[src/hw/rtl/adpi_pkg.sv]
// Package for the ARM data-processing-immediate execute block.
// Holds the opcode and condition-code types and the flag index constants.
// No dependencies.
package adpi_pkg;

    // Data-processing opcodes, instruction bits 24:21
    typedef enum logic [3:0] {
        OP_AND = 4'h0,
        OP_EOR = 4'h1,
        OP_SUB = 4'h2,
        OP_RSB = 4'h3,
        OP_ADD = 4'h4,
        OP_ADC = 4'h5,
        OP_SBC = 4'h6,
        OP_RSC = 4'h7,
        OP_TST = 4'h8,
        OP_TEQ = 4'h9,
        OP_CMP = 4'ha,
        OP_CMN = 4'hb,
        OP_ORR = 4'hc,
        OP_MOV = 4'hd,
        OP_BIC = 4'he,
        OP_MVN = 4'hf
    } alu_op_t;

    // Condition field, instruction bits 31:28
    typedef enum logic [3:0] {
        COND_EQ = 4'h0,
        COND_NE = 4'h1,
        COND_CS = 4'h2,
        COND_CC = 4'h3,
        COND_MI = 4'h4,
        COND_PL = 4'h5,
        COND_VS = 4'h6,
        COND_VC = 4'h7,
        COND_HI = 4'h8,
        COND_LS = 4'h9,
        COND_GE = 4'ha,
        COND_LT = 4'hb,
        COND_GT = 4'hc,
        COND_LE = 4'hd,
        COND_AL = 4'he,
        COND_NV = 4'hf
    } cond_t;

    // Instruction class code expected in bits 27:25
    localparam logic [2:0] CLASS_DP_IMM = 3'b001;

    // Bit positions inside the NZCV nibble
    localparam int FLAG_N = 3;
    localparam int FLAG_Z = 2;
    localparam int FLAG_C = 1;
    localparam int FLAG_V = 0;

    // Result beat fields, kept together in the result register
    typedef struct packed {
        logic        cond_passed;
        logic        reg_written;
        logic [3:0]  dest_index;
        logic [31:0] alu_value;
        logic [3:0]  flags_nzcv;
        logic        format_error;
    } result_t;

endpackage

[src/hw/rtl/arm_data_processing_immediate.sv]
// Top level: ARM data-processing-immediate execute stage with a 16 x 32
// register file and NZCV flags. Depends on adpi_pkg.
//
//   channel | handshake          | beat contents
//   --------+--------------------+---------------------------------------------
//   input   | in_valid/in_ready  | func, instr_word, load_index, load_value
//   output  | out_valid/out_ready| cond_passed, reg_written, dest_index,
//           |                    | alu_value, flags_nzcv, format_error
//
// One beat per clock sustained while out_ready is high; an accepted beat loads
// the input register, and its result loads the result register, raising out_valid.
// Register file and flags are written at the edge that loads the result, so
// the next beat, sitting in the input register, sees them.
// rst_n clears the register file, the flags and both valid bits at once.
// A stalled output holds both registers; in_ready stays high while either has room.
module arm_data_processing_immediate (
    input  logic        clk,
    input  logic        rst_n,

    input  logic        in_valid,
    output logic        in_ready,
    input  logic        func,
    input  logic [31:0] instr_word,
    input  logic [3:0]  load_index,
    input  logic [31:0] load_value,

    output logic        out_valid,
    input  logic        out_ready,
    output logic        cond_passed,
    output logic        reg_written,
    output logic [3:0]  dest_index,
    output logic [31:0] alu_value,
    output logic [3:0]  flags_nzcv,
    output logic        format_error
);

    // Input register
    logic        s1_valid_reg;
    logic        s1_func_reg;
    logic [31:0] s1_instr_reg;
    logic [3:0]  s1_lidx_reg;
    logic [31:0] s1_lval_reg;

    // Architectural state
    logic [31:0] rf_reg [16];
    logic [3:0]  flags_reg;
    logic [3:0]  flags_next;
    logic        rf_wr_en;
    logic [3:0]  rf_wr_idx;
    logic [31:0] rf_wr_data;

    // Result register
    logic                 out_valid_reg;
    adpi_pkg::result_t    res_reg;
    adpi_pkg::result_t    res_next;

    logic s1_advance;
    logic s1_fire;

    // Handshake: output slot frees when empty or being taken
    assign s1_advance = !out_valid_reg || out_ready;
    assign s1_fire    = s1_valid_reg && s1_advance;
    assign in_ready   = !s1_valid_reg || s1_advance;

    always_ff @(posedge clk or negedge rst_n)
    begin
        if (!rst_n)
        begin
            s1_valid_reg <= 1'b0;
        end
        else if (in_ready)
        begin
            s1_valid_reg <= in_valid;
        end
    end

    always_ff @(posedge clk)
    begin
        if (in_ready && in_valid)
        begin
            s1_func_reg  <= func;
            s1_instr_reg <= instr_word;
            s1_lidx_reg  <= load_index;
            s1_lval_reg  <= load_value;
        end
    end

    // Execute logic
    always_comb
    begin
        logic              cc_ok;
        logic              fn, fz, fc, fv;
        logic [3:0]        rd, rn;
        logic              s_bit;
        adpi_pkg::alu_op_t op;
        adpi_pkg::cond_t   cc;
        logic [4:0]        rot;
        logic [63:0]       rot_wide;
        logic [31:0]       op2;
        logic              sc;
        logic [31:0]       a;
        logic [31:0]       add_x, add_y;
        logic              add_ci;
        logic [32:0]       sum;
        logic              logical;
        logic [31:0]       r;
        logic              c_out, v_out;
        logic              writes;

        fn    = flags_reg[adpi_pkg::FLAG_N];
        fz    = flags_reg[adpi_pkg::FLAG_Z];
        fc    = flags_reg[adpi_pkg::FLAG_C];
        fv    = flags_reg[adpi_pkg::FLAG_V];
        cc    = adpi_pkg::cond_t'(s1_instr_reg[31:28]);
        op    = adpi_pkg::alu_op_t'(s1_instr_reg[24:21]);
        s_bit = s1_instr_reg[20];
        rn    = s1_instr_reg[19:16];
        rd    = s1_instr_reg[15:12];

        // condition check
        unique case (cc)
            adpi_pkg::COND_EQ: cc_ok = fz;
            adpi_pkg::COND_NE: cc_ok = !fz;
            adpi_pkg::COND_CS: cc_ok = fc;
            adpi_pkg::COND_CC: cc_ok = !fc;
            adpi_pkg::COND_MI: cc_ok = fn;
            adpi_pkg::COND_PL: cc_ok = !fn;
            adpi_pkg::COND_VS: cc_ok = fv;
            adpi_pkg::COND_VC: cc_ok = !fv;
            adpi_pkg::COND_HI: cc_ok = fc && !fz;
            adpi_pkg::COND_LS: cc_ok = !fc || fz;
            adpi_pkg::COND_GE: cc_ok = (fn == fv);
            adpi_pkg::COND_LT: cc_ok = (fn != fv);
            adpi_pkg::COND_GT: cc_ok = !fz && (fn == fv);
            adpi_pkg::COND_LE: cc_ok = fz || (fn != fv);
            adpi_pkg::COND_AL: cc_ok = 1'b1;
            default:           cc_ok = 1'b0;
        endcase

        // immediate rotate right by twice the rotate field
        rot      = {s1_instr_reg[11:8], 1'b0};
        rot_wide = {24'd0, s1_instr_reg[7:0], 24'd0, s1_instr_reg[7:0]} >> rot;
        op2      = rot_wide[31:0];
        sc       = (rot == 5'd0) ? fc : op2[31];

        a = rf_reg[rn];

        // adder operand selection
        add_x   = a;
        add_y   = op2;
        add_ci  = 1'b0;
        logical = 1'b1;
        unique case (op) inside
            adpi_pkg::OP_SUB, adpi_pkg::OP_CMP:
            begin
                add_y   = ~op2;
                add_ci  = 1'b1;
                logical = 1'b0;
            end
            adpi_pkg::OP_RSB:
            begin
                add_x   = op2;
                add_y   = ~a;
                add_ci  = 1'b1;
                logical = 1'b0;
            end
            adpi_pkg::OP_ADD, adpi_pkg::OP_CMN:
            begin
                logical = 1'b0;
            end
            adpi_pkg::OP_ADC:
            begin
                add_ci  = fc;
                logical = 1'b0;
            end
            adpi_pkg::OP_SBC:
            begin
                add_y   = ~op2;
                add_ci  = fc;
                logical = 1'b0;
            end
            adpi_pkg::OP_RSC:
            begin
                add_x   = op2;
                add_y   = ~a;
                add_ci  = fc;
                logical = 1'b0;
            end
            default:
            begin
                logical = 1'b1;
            end
        endcase

        sum = {1'b0, add_x} + {1'b0, add_y} + {32'd0, add_ci};

        // result selection
        unique case (op) inside
            adpi_pkg::OP_AND, adpi_pkg::OP_TST: r = a & op2;
            adpi_pkg::OP_EOR, adpi_pkg::OP_TEQ: r = a ^ op2;
            adpi_pkg::OP_ORR:                   r = a | op2;
            adpi_pkg::OP_MOV:                   r = op2;
            adpi_pkg::OP_BIC:                   r = a & ~op2;
            adpi_pkg::OP_MVN:                   r = ~op2;
            default:                            r = sum[31:0];
        endcase

        if (logical)
        begin
            c_out = sc;
            v_out = fv;
        end
        else
        begin
            c_out = sum[32];
            v_out = ((add_x[31] ^ r[31]) & (add_y[31] ^ r[31]));
        end

        // test and compare forms leave Rd alone
        writes = !(op == adpi_pkg::OP_TST || op == adpi_pkg::OP_TEQ ||
                   op == adpi_pkg::OP_CMP || op == adpi_pkg::OP_CMN);

        // defaults: nothing changes
        flags_next            = flags_reg;
        rf_wr_en              = 1'b0;
        rf_wr_idx             = rd;
        rf_wr_data            = r;
        res_next.cond_passed  = 1'b0;
        res_next.reg_written  = 1'b0;
        res_next.dest_index   = 4'd0;
        res_next.alu_value    = 32'd0;
        res_next.format_error = 1'b0;

        if (s1_func_reg)
        begin
            // direct register load
            rf_wr_en             = 1'b1;
            rf_wr_idx            = s1_lidx_reg;
            rf_wr_data           = s1_lval_reg;
            res_next.reg_written = 1'b1;
            res_next.dest_index  = s1_lidx_reg;
            res_next.alu_value   = s1_lval_reg;
        end
        else if (s1_instr_reg[27:25] != adpi_pkg::CLASS_DP_IMM)
        begin
            res_next.format_error = 1'b1;
        end
        else
        begin
            res_next.dest_index = rd;
            if (cc_ok)
            begin
                rf_wr_en             = writes;
                res_next.cond_passed = 1'b1;
                res_next.reg_written = writes;
                res_next.alu_value   = r;
                if (s_bit)
                begin
                    flags_next = {r[31], (r == 32'd0), c_out, v_out};
                end
            end
        end
        res_next.flags_nzcv = flags_next;
    end

    // State writeback, same edge as the result load
    always_ff @(posedge clk or negedge rst_n)
    begin
        if (!rst_n)
        begin
            for (int i = 0; i < 16; i++)
            begin
                rf_reg[i] <= 32'd0;
            end
            flags_reg <= 4'd0;
        end
        else if (s1_fire)
        begin
            if (rf_wr_en)
            begin
                rf_reg[rf_wr_idx] <= rf_wr_data;
            end
            flags_reg <= flags_next;
        end
    end

    // Result register
    always_ff @(posedge clk or negedge rst_n)
    begin
        if (!rst_n)
        begin
            out_valid_reg <= 1'b0;
        end
        else if (s1_advance)
        begin
            out_valid_reg <= s1_valid_reg;
        end
    end

    always_ff @(posedge clk)
    begin
        if (s1_fire)
        begin
            res_reg <= res_next;
        end
    end

    assign out_valid    = out_valid_reg;
    assign cond_passed  = res_reg.cond_passed;
    assign reg_written  = res_reg.reg_written;
    assign dest_index   = res_reg.dest_index;
    assign alu_value    = res_reg.alu_value;
    assign flags_nzcv   = res_reg.flags_nzcv;
    assign format_error = res_reg.format_error;

endmodule
[config.mk]
export PLATFORM = sky130hd
export DESIGN_NAME = arm_data_processing_immediate
export DESIGN_NICKNAME = d
export VERILOG_FILES = /design/src/hw/rtl/adpi_pkg.sv /design/src/hw/rtl/arm_data_processing_immediate.sv
export SDC_FILE = /design/constraint.sdc
export NUM_CORES = 1
export LEC_CHECK = 0
export BUFFER_PORTS_ARGS = -buffer_cell sky130_fd_sc_hd__buf_2
export CORE_ASPECT_RATIO = 0.7
export CORE_UTILIZATION = 24
export CTS_CLUSTER_SIZE = 40
export DETAILED_ROUTE_END_ITERATION = 10
export PLACE_DENSITY = 0.38
export SETUP_SLACK_MARGIN = 0.15
export SKIP_CTS_REPAIR_TIMING = 1
export SLEW_MARGIN = 20
export SYNTH_ARGS = -nofsm -noshare
export SYNTH_HDL_FRONTEND = slang
export SYNTH_SLANG_ARGS = --single-unit
export TNS_END_PERCENT = 20
[constraint.sdc]
create_clock -name clk -period 9.7 [get_ports clk]
set_clock_uncertainty 0.1 [all_clocks]
set_input_delay 1.94 -clock clk [delete_from_list [all_inputs] [get_ports clk]]
set_output_delay 1.94 -clock clk [all_outputs]
set_load 0.01 [all_outputs]
-- Yosys cells after proc, flatten, opt, wreduce, memory -nomap -nowiden
Index checks and enable logic that the tools add are counted.
- flip-flop bits (word level): 630
- bits of input ports: 73
- shifts and indexed selects: 1
- equality and inequality tests: 32
- reductions and logical operators: 32
- bitwise logic cells: 11
- mux-type cells: 28
- order comparisons: 3
- add/sub/neg operators: 2
- operators by type and width (kind ; count):
    $bwmux 512 ; 1
    $mux 32 ; 6
    $pmux 32 s6 ; 1
    $bmux 32 s4 ; 1
    $demux 32 s4 ; 1
    $and 32x32->32 ; 2
    $not 32->32 ; 2
    $pmux 32 s2 ; 1
    $eq 4x4->1 const B ; 15
    $shr 40x5->32 ; 1
    $mux 37 ; 1
    $mux 36 ; 1
    $add 32x32->33 ; 1
    $add 33x1->33 ; 1
    $eq 4x3->1 const B ; 8
    $logic_not 32->1 ; 1
    $or 32x32->32 ; 1
    $xor 32x32->32 ; 1
    $mux 4 ; 5
    $eq 4x2->1 const B ; 4
    $pmux 1 s15 ; 1
    $logic_not 4->1 ; 3
    $ge 5x5->1 const B ; 2
    $not 4->5 ; 2
    17 further kinds ; 46

-- Logic depth before layout (Yosys ltp)
- word-level depth: 16
- mapped depth: 23
- gate-level depth less buffers: 18

-- Worst setup path after synthesis
No wires, ideal clock.
- kind: register to register
- start: register s1_instr_reg[22]
- end: register rf_reg[124] (netlist bit)
- setup slack: 4465 ps
- arrival time: 5007 ps
- clock period less this slack: 5235 ps
- path buffers: 5
- stages on the path, launching flop included: 22
- path through: edfxtp_1 > clkbuf_1 > clkbuf_1 > buf_1 > nand3_1 > nand2_1 > clkbuf_1 > o22ai_1 > a21oi_1 > fa_1 > inv_1 > fa_1 > a211oi_1 > o21ai_0 > a21oi_1 > nor3_1 > or2_2 > xnor2_1 > o211ai_1 > mux2_2 > buf_1 > mux2_1
- cells in the longest elaborated chain, start to end: 9
- RTL lines (item ; line ; source):
    start, declared ; arm_data_processing_immediate.sv:40 ; logic [31:0] s1_instr_reg;
    start signal, assigned ; arm_data_processing_immediate.sv:82 ; s1_instr_reg <= instr_word;
    parallel branches: the longest is 9 deep, another holds $add 32x32->33 ; -- ;
    end signal, assigned by index ; arm_data_processing_immediate.sv:281 ; rf_reg[rf_wr_idx] <= rf_wr_data;
    end, declared ; arm_data_processing_immediate.sv:45 ; logic [31:0] rf_reg [16];
Parallel ways; which one is timed is not known.
A chain may end at the register's enable or synchronous reset.

-- Worst setup path after layout
- start: register s1_instr_reg[16]
- end: register flags_reg[2]
- cells in the longest elaborated chain, start to end: 14
- RTL lines (item ; line ; source):
    $not 4->5 (implied by the code) * ; arm_data_processing_immediate.sv:146 ; a = rf_reg[rn];
    $bmux 32 s4 * ; arm_data_processing_immediate.sv:146 ;
    $mux 32 (implied by the code) * (2 in a row) ; arm_data_processing_immediate.sv:146 ;
    $not 32->32 ; arm_data_processing_immediate.sv:163, arm_data_processing_immediate.sv:185 ;
    $pmux 32 s2 ; arm_data_processing_immediate.sv:153 ; unique case (op) inside
    $add 32x32->33 ; arm_data_processing_immediate.sv:195 ; sum = {1'b0, add_x} + {1'b0, add_y} + {32'd0, add_ci};
    $add 33x1->33 ; arm_data_processing_immediate.sv:195 ;
    $pmux 32 s6 * ; arm_data_processing_immediate.sv:198 ; unique case (op) inside
    $logic_not 32->1 * ; arm_data_processing_immediate.sv:259 ; flags_next = {r[31], (r == 32'd0), c_out, v_out};
    $mux 4 * ; arm_data_processing_immediate.sv:257 ; if (s_bit)
    $mux 4 * ; arm_data_processing_immediate.sv:251 ; if (cc_ok)
    $mux 4 * ; arm_data_processing_immediate.sv:244 ; else if (s1_instr_reg[27:25] != adpi_pkg::CLASS_DP_IMM)
    $mux 4 * ; arm_data_processing_immediate.sv:234 ; if (s1_func_reg)
    end signal, assigned ; arm_data_processing_immediate.sv:283 ; flags_reg <= flags_next;
    end, declared ; arm_data_processing_immediate.sv:46 ; logic [3:0] flags_reg;
Every way passes the cells marked *; elsewhere a longest branch is shown, timed or not. The select of a mux whose other input is x is not followed.

==> results.md <==
- Status: complete, but fails checks
- Failing checks: DRC
- Routability cong.: 0.956
- Synth top area share: around two fifths
- Main combinational cell family by area after synthesis: multiplexers
- Drt pass-1 iters: 8
- WL/cell: 27.7 um
- Hold Vio Cnt, Final: 0
- Syn Inst Count: between 2000 and 3000
- I/O pin count: approximately 120
- Number of synthesized flops with an enable pin: 112
- Peak VDD IR: about 0.00014 V
- WL met2: around 54 mm
- Setup slack, reg-to-reg: ~2700 ps
- Vias in the first global route: between 20000 and 25000
- Fin crit share: approximately 72%
- CTS tree: done
- Rows: about 110
- Nets: about 2800
- Asr flop ratio synth: between 80 and 90%
- Most used DFF post-synth: dfrtp_1
- Total grt overflow: 0
- CP max stage cell: edfxtp_1
- Leading cell types by total area after synthesis: dfrtp_1 38%, mux2_2 14%, edfxtp_1 10%, mux4_2 8.7%, mux2_1 2.7%
- CTS sink cnt: 630
- Total Wirelength: between 100 and 150 mm
- Max-cap violations: 0
- Worst skew pair latency: a little under 700 ps
- Layout cells sized above 1: about a third
- Post-synthesis mux area share: 28.6%
- Sw power: 2.73 mW
- Avg Inst Size Synth: approximately 13 um2
- Core ar.: between 100000 and 150000 um2
- M1 WL: ~64 mm
- Wire length on met3: between 6 and 7 mm
- Die width: about 450 um
- Worst min path class: register to register
- CP required: ~10000 ps
- Slew @ Worst Pin: ~1100 ps
- Crit path capture type: register
- Crit Reg-Reg Startpoint: s1_instr_reg[16]
- Synth-to-Final Area Change: 14.3%
- CTS Buf Count: between 60 and 70
- DPL Wire Length: 84.4 mm
- Xor/xnor share of the synthesized area: less than 1%
- Residual DRC: 20
- Synth unique cells: 96
- Power share of the sequential group: between 40% and 50%
- RSZ-0062 raised after global routing: no
- CP cell instances: buf_12 > buf_4 > mux4_2 > nand2_1 > o211ai_1 > and2_1 > nor2_1 > a21oi_1 > ha_1 > a21oi_1 > nand2_1 > a221o_1 > a41oi_2 > xnor2_1 > a221oi_2 > nand4bb_1 > nor4_1 > nand4_1 > o21ai_1
- Slew HR: approximately 24%
- Syn_nets: roughly 2800
- Simple-gate share of the synthesized area: 6.38%
- Setup CP Type: register to register
- Area leader, netlist: dfrtp_1
- Complex-gate fraction of the synthesized area: about a tenth
- Mapped Area: roughly 34000 um2
- Min-delay src: rf_reg[121]
- Post-synthesis adder-cell area fraction: 2.45%
- # port buffers: 117
- Clock power share: a little under a third
- Worst r2r dst: flags_reg[2]
- Post-DRT Antenna Nets: 0
- Placed Cells: approximately 4500
- Worst EP arrival: between 7000 and 8000 ps
- Detailed-route via count: ~24000
- Max-slew violation count: 0
- Max FFs per register: just over 500
- Initial core utilization: between 20% and 30%
- Die Span Y: about 320 um
- Worst Hold End: rf_reg[121]
- Setup TNS: 0 ps
- DR iter-0 viols: ~2100
- Final setup viols: 0
- Register area share after synthesis: between 40% and 50%
- Finished Layout Cells: about 4600
- Clock transition at path regs: around 70 ps
- Final core occ: between 20 and 30%
- Comb power frac: a little over a quarter
- Synthesis-stage register bit count: 630
- CTS root buf: clkbuf_16
- Pwr/cell area: between 200 and 250 nW/um2
- LEAKAGE: around 16 nW
- Htree depth: 3
- Worst Reg2Reg Path Length in Cells: 19
- Maximum number of pins on one net before global-route repair: between 150 and 200
- Vias per cell: roughly 5.1
- Highest metal used: met4
- First-pass GRT wire length: ~180 mm
- Worst Setup Start Kind: register
- Clock buffer depth: 3
- Antenna violations before repair: 2
- Internal: 5.88 mW
- Worst-path maximum fanout: 47
- Crit path time final: ~7000 ps
- Synthesis Warnings: 0
- Largest stage delay, worst path: around 960 ps
- Post-layout total power: roughly 8.6 mW
- GRT Util Overall: between 15 and 20%
- Hold Path Stages: 1
- Maximum clock frequency: 0.143 GHz
- Switch share: around a third
- DIE AREA: 142000 um2
-- power by group through the flow --
stage / clock [mW] / combinational (mW) / sequential, mW
floorplan: 0 / 1.58 / 3.54
global placement: 0 / 2.25 / 3.62
detailed placement: 0 / 2.29 / 3.66
CTS: 2.77 / 2.30 / 3.61
global route: 2.88 / 2.49 / 3.69
finish: 2.68 / 2.31 / 3.62
-- cell usage after synthesis (14+ instances only) --
master and instances:
mux4_2 131, nor3_1 28, buf_1 31, ha_1 63, o221ai_1 27, mux2i_1 68
o21ai_1 17, buf_4 23, nor2_1 104, nand4_1 16, mux2_2 435, buf_6 24
nand2_1 186, clkbuf_1 80, dfrtp_1 518, a22oi_1 16, a21oi_1 95, edfxtp_1 112
o211ai_1 23, mux2_1 80, buf_2 54, mux2_4 16, o21ai_0 103, inv_1 51
a31oi_1 15, nand2b_1 19, o22ai_1 21, a22o_1 25, a221oi_1 14, xnor2_1 20
nand3_1 26
-- kinds of logic after synthesis --
family          after synthesis
mux                         730
flops                       630
compound gates              466
simple gates                456
buf+inv                     271
fa+ha+maj                    65
xor+xnor                     26
-- worst max path at each step --
stage,from,end,slack (ps)
floorplan,s1_instr_reg[22],rf_reg[124],4470
global placement,s1_instr_reg[16],flags_reg[2],2820
detailed placement,s1_instr_reg[16],flags_reg[2],2740
CTS,s1_instr_reg[16],flags_reg[2],2710
global route,s1_instr_reg[16],flags_reg[2],2370
finish,s1_instr_reg[16],flags_reg[2],2700
-- cell usage in the layout, fill, tap and decap left out, drive strengths merged, types with 6 or more instances in the layout --
cell type | Yosys | final
a211oi | 12 | 12
a21o | 8 | 8
a21oi | 99 | 99
a221o | 8 | 8
a221oi | 24 | 24
a22o | 25 | 25
a22oi | 17 | 17
a31oi | 15 | 15
and2 | 8 | 8
buf | 132 | 190
clkbuf | 80 | 107
clkinv | 2 | 11
dfrtp | 518 | 518
edfxtp | 112 | 112
ha | 63 | 63
inv | 57 | 60
mux2 | 531 | 531
mux2i | 68 | 68
mux4 | 131 | 131
nand2 | 186 | 186
nand2b | 20 | 20
nand3 | 27 | 27
nand4 | 16 | 16
nor2 | 112 | 112
nor2b | 11 | 11
nor3 | 28 | 28
o211ai | 23 | 23
o21ai | 121 | 121
o221ai | 27 | 27
o22ai | 21 | 21
o31ai | 7 | 7
or2 | 10 | 10
or3 | 9 | 9
xnor2 | 20 | 20
xor2 | 6 | 6
-- per-stage QoR --
step / worst slack (ps) / cell area [um2] / hold slack, ps
2_1_floorplan: 4470 / 33800 / 352
3_3_place_gp: 2820 / 36300 / 363
3_5_place_dp: 2740 / 36300 / 369
4_1_cts: 2710 / 38600 / 383
5_1_grt: 2370 / 38600 / 398
6_report: 2700 / 38600 / 381
-- final cells by class --
| cell class | count | area, um2 |
|---|---|---|
| Tap cell | 1856 | 2320 |
| Clock buffer | 107 | 2010 |
| Fill cell | 14210 | 100000 |
| Antenna cell | 1 | 2.50 |
| Timing Repair Buffer | 190 | 1210 |
| Sequential cell | 630 | 16300 |
| Inverter | 59 | 221 |
| Clock inverter | 18 | 238 |
| Multi-Input combinational cell | 1743 | 16300 |
-- worst max-delay path, delay by kind of cell (launching register included) --
kind | cells | cell delay, ps
flip-flops | 1 | 960
multiplexers | 1 | 550
buffers and inverters | 2 | 760
AO/OA/AOI/OAI | 7 | 2130
XOR/XNOR | 1 | 180
AND/OR/NAND/NOR | 7 | 1650
adder cells (fa/ha/maj) | 1 | 490
-- metal layers --
layer,up-vias,track usage [%]
li1,10033,-
met5,-,0
met4,0,3.98
met2,728,25.8
met1,12612,27.5
met3,142,3.06
(Power assumes the default switching activity.)
